$ cat src/hdl/nscp_pkg.sv
// Package for the NMEA sentence checksum parser: character codes, controller
// state type, command/status structs and the hex checksum decode.
// No dependencies.
`timescale 1ns / 1ps

package nscp_pkg;

  localparam int unsigned MAX_SENTENCE_LEN = 64;
  localparam int unsigned MSG_LEN_W        = 6;
  localparam int unsigned BYTE_W           = 8;

  localparam logic [7:0] CH_START = 8'h24;  // '$'
  localparam logic [7:0] CH_MARK  = 8'h2A;  // '*'
  localparam logic [7:0] CH_CR    = 8'h0D;
  localparam logic [7:0] CH_LF    = 8'h0A;

  typedef enum logic [1:0] {
    ST_RECV,
    ST_FETCH,
    ST_DRAIN
  } state_e;

  // Controller to datapath.
  typedef struct packed {
    logic take;     // input transaction this cycle
    logic fetch;    // read first body byte
    logic advance;  // output transaction on a byte that is not the last
  } cmd_t;

  // Datapath to controller.
  typedef struct packed {
    logic done;     // current input byte completes a sentence
    logic last;     // byte on the output is the final body byte
  } status_t;

  // Returns {valid, digit}.
  function automatic logic [4:0] hex_value(input logic [7:0] ch);
    logic [7:0] t;
    logic [4:0] v;
    begin
      v = 5'b0;
      t = 8'h00;
      if (ch >= 8'h30 && ch <= 8'h39) begin
        v = {1'b1, ch[3:0]};
      end else if (ch >= 8'h41 && ch <= 8'h46) begin
        t = ch - 8'h37;
        v = {1'b1, t[3:0]};
      end else if (ch >= 8'h61 && ch <= 8'h66) begin
        t = ch - 8'h57;
        v = {1'b1, t[3:0]};
      end
      return v;
    end
  endfunction

  // A non-hex character ends the number.
  function automatic logic [7:0] parse_two_hex(input logic [7:0] first,
                                               input logic [7:0] second);
    logic [4:0] hi;
    logic [4:0] lo;
    logic [7:0] r;
    begin
      hi = hex_value(first);
      lo = hex_value(second);
      if (!hi[4]) begin
        r = 8'h00;
      end else if (!lo[4]) begin
        r = {4'h0, hi[3:0]};
      end else begin
        r = {hi[3:0], lo[3:0]};
      end
      return r;
    end
  endfunction

endpackage

$ cat src/hdl/nscp_ram.sv
// Generic single-port-write, single-port-read RAM with registered read data.
// No dependencies.
`timescale 1ns / 1ps

module nscp_ram #(
  parameter int unsigned Width = 8,
  parameter int unsigned Depth = 64,
  localparam int unsigned AddrW = (Depth > 1) ? $clog2(Depth) : 1
) (
  input  logic             clk_i,
  input  logic             we_i,
  input  logic [AddrW-1:0] waddr_i,
  input  logic [Width-1:0] wdata_i,
  input  logic             re_i,
  input  logic [AddrW-1:0] raddr_i,
  output logic [Width-1:0] rdata_o
);

  logic [Width-1:0] mem_q [Depth];
  logic [Width-1:0] rdata_q;

  always_ff @(posedge clk_i) begin
    if (we_i) begin
      mem_q[waddr_i] <= wdata_i;
    end
    if (re_i) begin
      rdata_q <= mem_q[raddr_i];
    end
  end

  assign rdata_o = rdata_q;

endmodule

$ cat src/hdl/nscp_ctrl.sv
// Controller for the NMEA sentence checksum parser: receive / fetch / drain
// sequencing and the channel handshakes. Depends on nscp_pkg.
`timescale 1ns / 1ps

module nscp_ctrl import nscp_pkg::*; (
  input  logic    clk_i,
  input  logic    rst_ni,
  input  logic    in_valid_i,
  output logic    in_ready_o,
  output logic    out_valid_o,
  input  logic    out_ready_i,
  input  status_t status_i,
  output cmd_t    cmd_o
);

  state_e state_q, state_d;

  always_ff @(posedge clk_i or negedge rst_ni) begin
    if (!rst_ni) begin
      state_q <= ST_RECV;
    end else begin
      state_q <= state_d;
    end
  end

  always_comb begin
    state_d = state_q;
    unique case (state_q)
      ST_RECV: begin
        if (in_valid_i && status_i.done) begin
          state_d = ST_FETCH;
        end
      end
      ST_FETCH: begin
        state_d = ST_DRAIN;
      end
      ST_DRAIN: begin
        if (out_ready_i && status_i.last) begin
          state_d = ST_RECV;
        end
      end
      default: begin
        state_d = ST_RECV;
      end
    endcase
  end

  always_comb begin
    in_ready_o   = 1'b0;
    out_valid_o  = 1'b0;
    cmd_o        = '0;
    unique case (state_q)
      ST_RECV: begin
        in_ready_o = 1'b1;
        cmd_o.take = in_valid_i;
      end
      ST_FETCH: begin
        cmd_o.fetch = 1'b1;
      end
      ST_DRAIN: begin
        out_valid_o   = 1'b1;
        cmd_o.advance = out_ready_i && !status_i.last;
      end
      default: begin
        in_ready_o = 1'b0;
      end
    endcase
  end

endmodule

$ cat src/hdl/nscp_dpath.sv
// Datapath for the NMEA sentence checksum parser: character decode, running
// XOR, positions, checksum capture and body store. Depends on nscp_pkg, nscp_ram.
`timescale 1ns / 1ps

module nscp_dpath import nscp_pkg::*; #(
  parameter int unsigned MaxLen = MAX_SENTENCE_LEN
) (
  input  logic                 clk_i,
  input  logic                 rst_ni,
  input  cmd_t                 cmd_i,
  output status_t              status_o,
  input  logic [BYTE_W-1:0]    rx_byte_i,
  output logic [BYTE_W-1:0]    msg_byte_o,
  output logic [MSG_LEN_W-1:0] msg_length_o,
  output logic                 checksum_ok_o,
  output logic                 last_o
);

  localparam int unsigned AddrW = $clog2(MaxLen);
  localparam int unsigned PosW  = $clog2(MaxLen + 1);
  localparam int unsigned CmpW  = PosW + 1;
  localparam int unsigned ExtW  = (AddrW > MSG_LEN_W) ? AddrW : MSG_LEN_W;

  logic [BYTE_W-1:0] xor_q, xor_d;
  logic              recv_q, recv_d;
  logic [PosW-1:0]   wp_q, wp_d;
  logic              mark_seen_q, mark_seen_d;
  logic [AddrW-1:0]  mark_q, mark_d;
  logic [BYTE_W-1:0] hex_hi_q, hex_hi_d;
  logic              ok_q, ok_d;
  logic [AddrW-1:0]  cnt_q, cnt_d;

  logic             is_start, is_mark, is_eol;
  logic             room, store, done;
  logic [CmpW-1:0]  wp_x, wp_next_x, mark2_x;
  logic [AddrW:0]   cnt_inc_x;
  logic             re;
  logic [AddrW-1:0] raddr;
  logic [ExtW-1:0]  mark_ext;

  assign is_start = (rx_byte_i == CH_START);
  assign is_mark  = (rx_byte_i == CH_MARK);
  assign is_eol   = (rx_byte_i == CH_CR) || (rx_byte_i == CH_LF);

  assign wp_x    = CmpW'(wp_q);
  assign mark2_x = CmpW'(mark_q) + CmpW'(2);
  assign room    = recv_q && (wp_q < PosW'(MaxLen));
  assign store   = cmd_i.take && !is_start && !is_mark && !is_eol && room &&
                   (!mark_seen_q || (wp_x < mark2_x));
  assign wp_next_x = store ? (wp_x + CmpW'(1)) : wp_x;
  assign done    = cmd_i.take && !is_start && !is_mark && !is_eol && recv_q &&
                   mark_seen_q && (mark_q != '0) && (wp_next_x == mark2_x);

  always_comb begin
    xor_d       = xor_q;
    recv_d      = recv_q;
    wp_d        = wp_q;
    mark_seen_d = mark_seen_q;
    mark_d      = mark_q;
    hex_hi_d    = hex_hi_q;
    ok_d        = ok_q;
    if (cmd_i.take) begin
      if (is_start) begin
        xor_d       = '0;
        recv_d      = 1'b1;
        wp_d        = '0;
        mark_seen_d = 1'b0;
        mark_d      = '0;
      end else if (is_mark) begin
        if (room) begin
          mark_seen_d = 1'b1;
          mark_d      = wp_q[AddrW-1:0];
        end
      end else if (!is_eol) begin
        if (store) begin
          wp_d = wp_q + PosW'(1);
          // capture the first checksum digit as it goes by
          if (mark_seen_q && (wp_x == CmpW'(mark_q))) begin
            hex_hi_d = rx_byte_i;
          end
        end
        if (room && !mark_seen_q) begin
          xor_d = xor_q ^ rx_byte_i;
        end
        if (done) begin
          recv_d = 1'b0;
          ok_d   = (xor_q == parse_two_hex(hex_hi_q, rx_byte_i));
        end
      end
    end
  end

  assign cnt_inc_x = {1'b0, cnt_q} + {{AddrW{1'b0}}, 1'b1};

  always_comb begin
    cnt_d = cnt_q;
    if (done) begin
      cnt_d = '0;
    end else if (cmd_i.advance) begin
      cnt_d = cnt_inc_x[AddrW-1:0];
    end
  end

  always_ff @(posedge clk_i or negedge rst_ni) begin
    if (!rst_ni) begin
      xor_q       <= '0;
      recv_q      <= 1'b0;
      wp_q        <= '0;
      mark_seen_q <= 1'b0;
      mark_q      <= '0;
      cnt_q       <= '0;
    end else begin
      xor_q       <= xor_d;
      recv_q      <= recv_d;
      wp_q        <= wp_d;
      mark_seen_q <= mark_seen_d;
      mark_q      <= mark_d;
      cnt_q       <= cnt_d;
    end
  end

  always_ff @(posedge clk_i) begin
    hex_hi_q <= hex_hi_d;
    ok_q     <= ok_d;
  end

  // Read the first body byte on fetch, and prefetch the next one on each output transaction that is not the last.
  assign re    = cmd_i.fetch || cmd_i.advance;
  assign raddr = cmd_i.fetch ? cnt_q : cnt_inc_x[AddrW-1:0];

  nscp_ram #(
    .Width (BYTE_W),
    .Depth (MaxLen)
  ) u_body_ram (
    .clk_i   (clk_i),
    .we_i    (store),
    .waddr_i (wp_q[AddrW-1:0]),
    .wdata_i (rx_byte_i),
    .re_i    (re),
    .raddr_i (raddr),
    .rdata_o (msg_byte_o)
  );

  assign mark_ext      = ExtW'(mark_q);
  assign msg_length_o  = mark_ext[MSG_LEN_W-1:0];
  assign checksum_ok_o = ok_q;
  assign last_o        = (cnt_inc_x == {1'b0, mark_q});

  assign status_o.done = done;
  assign status_o.last = last_o;

endmodule

$ cat src/hdl/nmea_sentence_checksum_parser_unit.sv
// Top level of the NMEA sentence checksum parser: controller plus datapath.
// Depends on nscp_pkg, nscp_ctrl, nscp_dpath.
`timescale 1ns / 1ps

// Takes one received byte per cycle while in_ready_o is high. '$' starts a
// sentence, CR and LF are ignored, body bytes are stored and XORed until '*',
// and the two characters after the mark are read as the hex checksum. The byte
// that completes a sentence ends reception: in_ready_o drops, the fetch state
// makes the first read of the body buffer, and the N body bytes leave one
// per cycle while out_ready_i is high, so a completed sentence holds off the
// input until its last body byte has left. The body buffer's single read port
// sets that drain rate. No clearing pass is needed after reset.

module nmea_sentence_checksum_parser_unit import nscp_pkg::*; #(
  parameter int unsigned MaxSentenceLen = MAX_SENTENCE_LEN
) (
  input  logic                 clk_i,
  input  logic                 rst_ni,
  input  logic                 in_valid_i,
  output logic                 in_ready_o,
  input  logic [BYTE_W-1:0]    rx_byte_i,
  output logic                 out_valid_o,
  input  logic                 out_ready_i,
  output logic [BYTE_W-1:0]    msg_byte_o,
  output logic [MSG_LEN_W-1:0] msg_length_o,
  output logic                 checksum_ok_o,
  output logic                 last_o
);

  cmd_t    cmd;
  status_t status;

  nscp_ctrl u_ctrl (
    .clk_i       (clk_i),
    .rst_ni      (rst_ni),
    .in_valid_i  (in_valid_i),
    .in_ready_o  (in_ready_o),
    .out_valid_o (out_valid_o),
    .out_ready_i (out_ready_i),
    .status_i    (status),
    .cmd_o       (cmd)
  );

  nscp_dpath #(
    .MaxLen (MaxSentenceLen)
  ) u_dpath (
    .clk_i         (clk_i),
    .rst_ni        (rst_ni),
    .cmd_i         (cmd),
    .status_o      (status),
    .rx_byte_i     (rx_byte_i),
    .msg_byte_o    (msg_byte_o),
    .msg_length_o  (msg_length_o),
    .checksum_ok_o (checksum_ok_o),
    .last_o        (last_o)
  );

endmodule

$ cat config.mk
export PLATFORM = sky130hd
export DESIGN_NAME = nmea_sentence_checksum_parser_unit
export DESIGN_NICKNAME = d
export VERILOG_FILES = /design/src/hdl/nscp_pkg.sv /design/src/hdl/nscp_ram.sv /design/src/hdl/nscp_ctrl.sv /design/src/hdl/nscp_dpath.sv /design/src/hdl/nmea_sentence_checksum_parser_unit.sv
export SDC_FILE = /design/constraint.sdc
export NUM_CORES = 1
export LEC_CHECK = 0
export BUFFER_PORTS_ARGS = -buffer_cell sky130_fd_sc_hd__buf_2
export CAP_MARGIN = 30
export CORE_UTILIZATION = 65
export CTS_BUF_LIST = sky130_fd_sc_hd__clkbuf_8
export DETAILED_ROUTE_END_ITERATION = 10
export GPL_ROUTABILITY_DRIVEN = 0
export GPL_TIMING_DRIVEN = 0
export PLACE_DENSITY = 0.82
export SLEW_MARGIN = 20
export SYNTH_ARGS = -nofsm -noshare
export SYNTH_HDL_FRONTEND = slang
export SYNTH_SLANG_ARGS = --single-unit
$ cat constraint.sdc
create_clock -name clk_i -period 4.8 [get_ports clk_i]
set_input_delay 0.24 -clock clk_i [delete_from_list [all_inputs] [get_ports clk_i]]
set_output_delay 0.24 -clock clk_i [all_outputs]
set_load 0.01 [all_outputs]
== Word level (Yosys, flattened, before mapping) ==
Memory sizes are Yosys's and may differ from the RTL's. A register that Yosys moved wholly into a read port is not among the register bits.
Index checks and enable logic that the tools add are counted.

* Bits of input ports: 12
* Word-level logic and storage cells: 149
* Memories: 1
* Memory bits (writable): 512
* Register bits after elaboration: 40

* Add/subtract/negate cells: 8
* Equal/unequal tests: 14
* Bitwise gates (word level): 4
* Magnitude comparators: 14
* Muxes and demuxes: 55
* Reductions and logical operators: 44

{| class="wikitable"
|+ Memory list
! memory !! words !! width !! rd ports !! clocked after memory_dff !! write ports !! RTL line !! RTL
|-
| u_dpath.u_body_ram.mem_q || 64 || 8 || 1 || 1 || 1 || nscp_ram.sv:19 || <nowiki>logic [Width-1:0] mem_q [Depth];</nowiki>
|}

{| class="wikitable"
|+ Operator list
! kind !! count
|-
| two-way mux 8 bit || 12
|-
| two-way mux 5 bit || 16
|-
| two-way mux 6 bit || 6
|-
| greater-or-equal comparator 8 x 7 -> 1 bit (second input constant) || 4
|-
| <= comparator 8 x 7 -> 1 bit (second input constant) || 4
|-
| two-way mux 7 bit || 4
|-
| logical AND 1 bit || 21
|-
| equality test 8 x 4 -> 1 bit (second input constant) || 2
|-
| equality test 8 x 6 -> 1 bit (second input constant) || 2
|-
| equality test 8 bit || 2
|-
| greater-or-equal comparator 8 x 6 -> 1 bit (second input constant) || 2
|-
| <= comparator 8 x 6 -> 1 bit (second input constant) || 2
|-
| subtractor 4 x 3 -> 4 bit (second input constant) || 4
|-
| equality test 7 x 6 -> 1 bit || 2
|-
| two-way mux 1 bit || 14
|-
| AND reduction 4 bit || 3
|-
| nonzero test 2 bit || 6
|-
| adder 7 x 1 -> 8 bit (second input constant) || 1
|-
| < comparator 7 x 8 -> 1 bit || 1
|-
| != test 2 x 1 -> 1 bit (second input constant) || 4
|-
| bitwise XOR 8 bit || 1
|-
| adder 6 x 1 -> 7 bit (second input constant) || 1
|-
| adder 6 x 2 -> 7 bit (second input constant) || 1
|-
| adder 7 x 1 -> 7 bit (second input constant) || 1
|-
| other kinds (14) || 23
|}

== Longest topological paths before layout ==
* Depth after elaboration: 23
* Gate-level depth with buffers: 14

== By module ==
Synthesis repeated with hierarchy kept, for this count alone.

* Cells, all modules: 1307
* Area, all modules: 23455.0 µm²

{| class="wikitable"
|+ By module, submodules not included
! module !! cells an instance !! seq. area each (µm²) !! times used !! area an instance (µm²)
|-
| nscp_ram || 940 || 15615.0 || 1 || 20246.9
|-
| nscp_dpath || 357 || 996.0 || 1 || 3106.7
|-
| nscp_ctrl || 10 || 50.0 || 1 || 101.3
|}

== Least setup slack after synthesis ==
No wires, ideal clock.

* Path kind: reg-to-reg
* From: register u_dpath.mark_q[1], in the netlist u_dpath.msg_length_o[1]
* To: memory u_dpath.u_body_ram.mem_q[59][0], enable pin
* Cell stages (with the launch flop): 13
* Path slack: 1.339 ns
* Required time: 4.430 ns
* Data arrival time: 3.090 ns
* Setup time: 0.370 ns
* Period minus slack after synthesis: 3.461 ns
* Path through: dfrtp_1 ha_1 nand3_1 xor2_1 ha_1 a21oi_1 nor2_1 a211oi_1 nand3_1 clkbuf_1 nor2_1 nand3_1 nor2_1

* Cells in the longest elaborated chain, start to end: 6

{| class="wikitable"
|+ RTL lines
! item !! RTL line !! RTL
|-
| from (decl) || nscp_dpath.sv:28 || <nowiki>logic [AddrW-1:0] mark_q, mark_d;</nowiki>
|-
| from (signal assigned) || nscp_dpath.sv:117 || <nowiki>mark_q <= mark_d;</nowiki>
|-
| adder 6 x 2 -> 7 bit || nscp_dpath.sv:46 || <nowiki>assign mark2_x = CmpW'(mark_q) + CmpW'(2);</nowiki>
|-
| < comparator 7 x 8 -> 1 bit || nscp_dpath.sv:49 || <nowiki>(!mark_seen_q || (wp_x < mark2_x));</nowiki>
|-
| logical OR 1 bit || nscp_dpath.sv:49 ||
|-
| logical AND 1 bit || nscp_dpath.sv:48 || <nowiki>assign store = cmd_i.take && !is_start && !is_mark && !is_eol && room &&</nowiki>
|-
| two-way mux 1 bit || nscp_ram.sv:23 || <nowiki>if (we_i) begin</nowiki>
|-
| two-way mux 1 bit (not written as such) || nscp_ram.sv:24 || <nowiki>mem_q[waddr_i] <= wdata_i;</nowiki>
|-
| to (decl) || nscp_ram.sv:19 ||
|}

Every way passes these cells.

== Worst setup path after layout ==
* From: register u_dpath.mark_q[2], in the netlist u_dpath.msg_length_o[2]
* To: memory u_dpath.u_body_ram.mem_q[14][5], enable pin

The elaborated chain is that of the path after synthesis.

==> impl_results.md <==
- Outcome: finished with violations
- Violated checks: setup timing
- R2R cell count: 11
- Setup slack, reg-to-reg: -0.001 ns
- Root Buffer: clkbuf_8
- Inserted Diodes: 0
- Final hold vios: 0
- Crit path max-delay family: simple AND/OR/NAND/NOR gates
- Non-Filler Instances: 1948
- Finished Core Util: 73.6%
- Fmax: 208 MHz
- Max FO, Critical Path: 10
- Hold WS: 0.0669 ns
- Reg-to-reg startpoint: u_dpath.msg_length_o[2]
- Finish-stage setup viols: 1
- CP Data Required Time: 5.05 ns
- Worst-path clk slew: 0.06 ns
- Ys async rst share: 5.54%
- Global-route wire length before repair: 80000 um
- Area Growth Syn to Fin: 10.4%
- Final Critical Period: 4.80 ns
- # clock sinks: 560
- Setup CP Type: reg2reg
- I/O Buffers: 29
- Layout cells sized above 1: 23.0%
- Dpl hpwl: 33800 um
- Yosys reg bits: 560
- CTS HTree Levels: 3
- CORE AREA: 34900 sq um
- Pre-CTS WS: 0.166 ns
- DRC viols: 0
- Clock skew: 0.0298 ns
- CTS buffer count: 87
- Setup WS post-layout: -0.00139 ns
- # IOs: 30
- Crit. End Element: register
- Post-Syn Nets: 1327
- Sequential-to-total area share from yosys stat: 71.6%
- Die Y: 191 um
- Clock Latency Late Sink: 0.64 ns
- Routed Wire Length: 53800 um
- Total power: 12.5 mW
- Worst-margin pin slew: 1.04 ns
- Initial antenna violation count: 1
- Area leader, netlist: edfxtp_1
- Setup_tns: -0.00139 ns
- Number of global-route vias before repair: 13100
- Relative slew slack: 30.1%
- CTS tree: yes
- DIE AREA: 36500 sq um
- GRT overflow: 0
- Fin nets: 1456
- Drt pass-1 iters: 6
- Post-synth top flop: edfxtp_1
- Vias: 13100
- Max Cap Viol: 0
- Tcrit/Tclk final: 100%
- Crit path to: u_dpath.u_body_ram.mem_q[14][5]
- Largest stage delay, worst path: 0.98 ns
- Unrepaired setup endpoints after global routing: yes
- Pwr Density: 488 nW/um^2
- Synth Area per Inst: 17.9 sq um
- # rows: 68
- Area contributors post-synth: edfxtp_1, mux4_2, dfrtp_1
- Finished Cell Area: 25700 sq um
- WP data arrival: 5.06 ns
- CP Launch Point: u_dpath.msg_length_o[2]
- Min-delay worst type: in2reg
- Critical path, cell by cell: ha_1 -> nand3_1 -> xor2_1 -> ha_1 -> a21oi_1 -> nor2_1 -> a211oi_1 -> and3_1 -> buf_4 -> nand4_1 -> nor2_1
- Synth unique cells: 67
- Dpl cell area: 24000 sq um
- Leak: 8.69 nW
- DRT iter0 DRCs: 1975
- Routed vias/inst: 6.72
- Synth warn: 0
- Peak VDD IR: 0.283 mV
- Total track usage: 30.7%
- Type of origin of the critical path: register
- Initial Util: 66.7%
- Number of placed instances with taps included: 1784
- Final Max Slew Viols: 0
- R2r endpoint: u_dpath.u_body_ram.mem_q[14][5]
- Post-synth top area share: 68.3%
- Worst path bufs/invs: 1
- Number of synthesized flops with an enable pin: 529
- DR WL/cell: 27.6 um
- Die width: 191 um
- Cells after Synth: 1296
- Critical path's slowest cell: nor2_1
- ANT nets after route: 0
- Syn Std Cell Area: 23300 sq um
- Crit path depth: 11
- Clock Tree Buf Depth: 3
- Maximum number of pins on one net before global-route repair: 74
-- power by group --
group | internal [mW] | switching, mW | total [mW]
Combinational | 1.50 | 1.81 | 3.32
Clock | 1.79 | 1.78 | 3.57
Sequential | 5.53 | 0.104 | 5.63
-- worst reg2reg max path, delay by kind of cell (launching register included) --
kind	cells	cell delay, ns
compound gates	2	0.59
flops	1	0.54
buf+inv	1	0.17
xor+xnor	1	0.28
fa+ha+maj	2	0.61
simple gates	5	2.23
-- kinds of logic after synthesis --
| group | share of synthesized area, % |
|---|---|
| fa+ha+maj | 1.02 |
| xor+xnor | 1.79 |
| flops | 71.6 |
| compound gates | 2.22 |
| simple gates | 7.23 |
| mux | 14.4 |
| buf+inv | 1.73 |
-- cell usage after synthesis (all sizes together) (5+ instances only) --
cell type  count
nor2b          8
ha            19
a31oi          6
clkbuf        20
nand4         13
nor4           8
buf           41
nor2         117
nand3         48
and3           8
nor3          15
nand2b         5
a21oi         14
xor2          19
o21ai         23
inv           15
edfxtp       529
nand2        116
dfrtp         31
mux4         145
xnor2         25
and2           5
-- per-layer routing --
metal	share of wire, %	track usage, %
met3	11	7.55
met4	3.0	11.4
met5	0.015	0
met1	38	43.7
met2	48	47.0
-- flip-flops by register name, summed over array words and instances, names as in the netlist --
| name | count |
|---|---|
| u_dpath.recv_q | 1 |
| u_dpath.hex_hi_q | 8 |
| u_dpath.u_body_ram.mem_q | 512 |
| u_dpath.msg_length_o | 6 |
| u_ctrl.state_q | 2 |
| u_dpath.u_body_ram.rdata_o | 8 |
| u_dpath.checksum_ok_o | 1 |
| u_dpath.cnt_q | 6 |
| u_dpath.mark_seen_q | 1 |
| u_dpath.xor_q | 8 |
| u_dpath.wp_q | 7 |
-- cell type report --
class / instances / area [sq um]
Sequential cell: 560 / 16700
Tap cell: 455 / 569
Clock inverter: 67 / 302
Inverter: 15 / 56.3
Timing Repair Buffer: 40 / 288
Clock buffer: 90 / 1240
Buffer: 61 / 345
Fill cell: 1987 / 9200
Multi-Input combinational cell: 660 / 6220
-- worst min-delay path by stage --
stage,cells past startpoint,endpoint,start
after global placement,1,u_dpath.msg_length_o[3],rst_ni
after CTS,3,u_dpath.msg_length_o[5],in_valid_i
after global routing,3,u_dpath.msg_length_o[5],in_valid_i
final,3,u_dpath.msg_length_o[0],in_valid_i
after floorplan,0,u_ctrl.state_q[0],rst_ni
after detailed placement,1,u_dpath.msg_length_o[4],rst_ni
-- cell usage in the layout (no fill, tap or decap), drive strengths merged, types with 4 or more instances in the layout --
| cell | Yosys | final |
|---|---|---|
| nor2 | 117 | 117 |
| o22ai | 4 | 4 |
| and3 | 8 | 8 |
| mux4 | 145 | 145 |
| a21oi | 14 | 14 |
| nor4 | 8 | 8 |
| xnor2 | 25 | 25 |
| clkbuf | 20 | 110 |
| xor2 | 19 | 19 |
| edfxtp | 529 | 529 |
| o21ai | 23 | 23 |
| nand4 | 13 | 13 |
| nor2b | 8 | 8 |
| mux2i | 4 | 4 |
| a31oi | 6 | 6 |
| and2 | 5 | 5 |
| buf | 41 | 79 |
| nand2b | 5 | 5 |
| clkinv | 0 | 32 |
| nand3 | 48 | 48 |
| ha | 19 | 19 |
| a211oi | 4 | 4 |
| dfrtp | 31 | 31 |
| inv | 15 | 47 |
| nor3 | 15 | 15 |
| nand2 | 116 | 116 |
| nand3b | 4 | 4 |
-- repair_timing --
item | CTS | global route
buffers inserted | 0 | 4
hold buffers | 2 | 0
endpoints found under the hold margin | 32 | 0
endpoints found under the setup margin | 0 | 263
resized for setup | 0 | 12
Power figures use the tool's default switching activity.
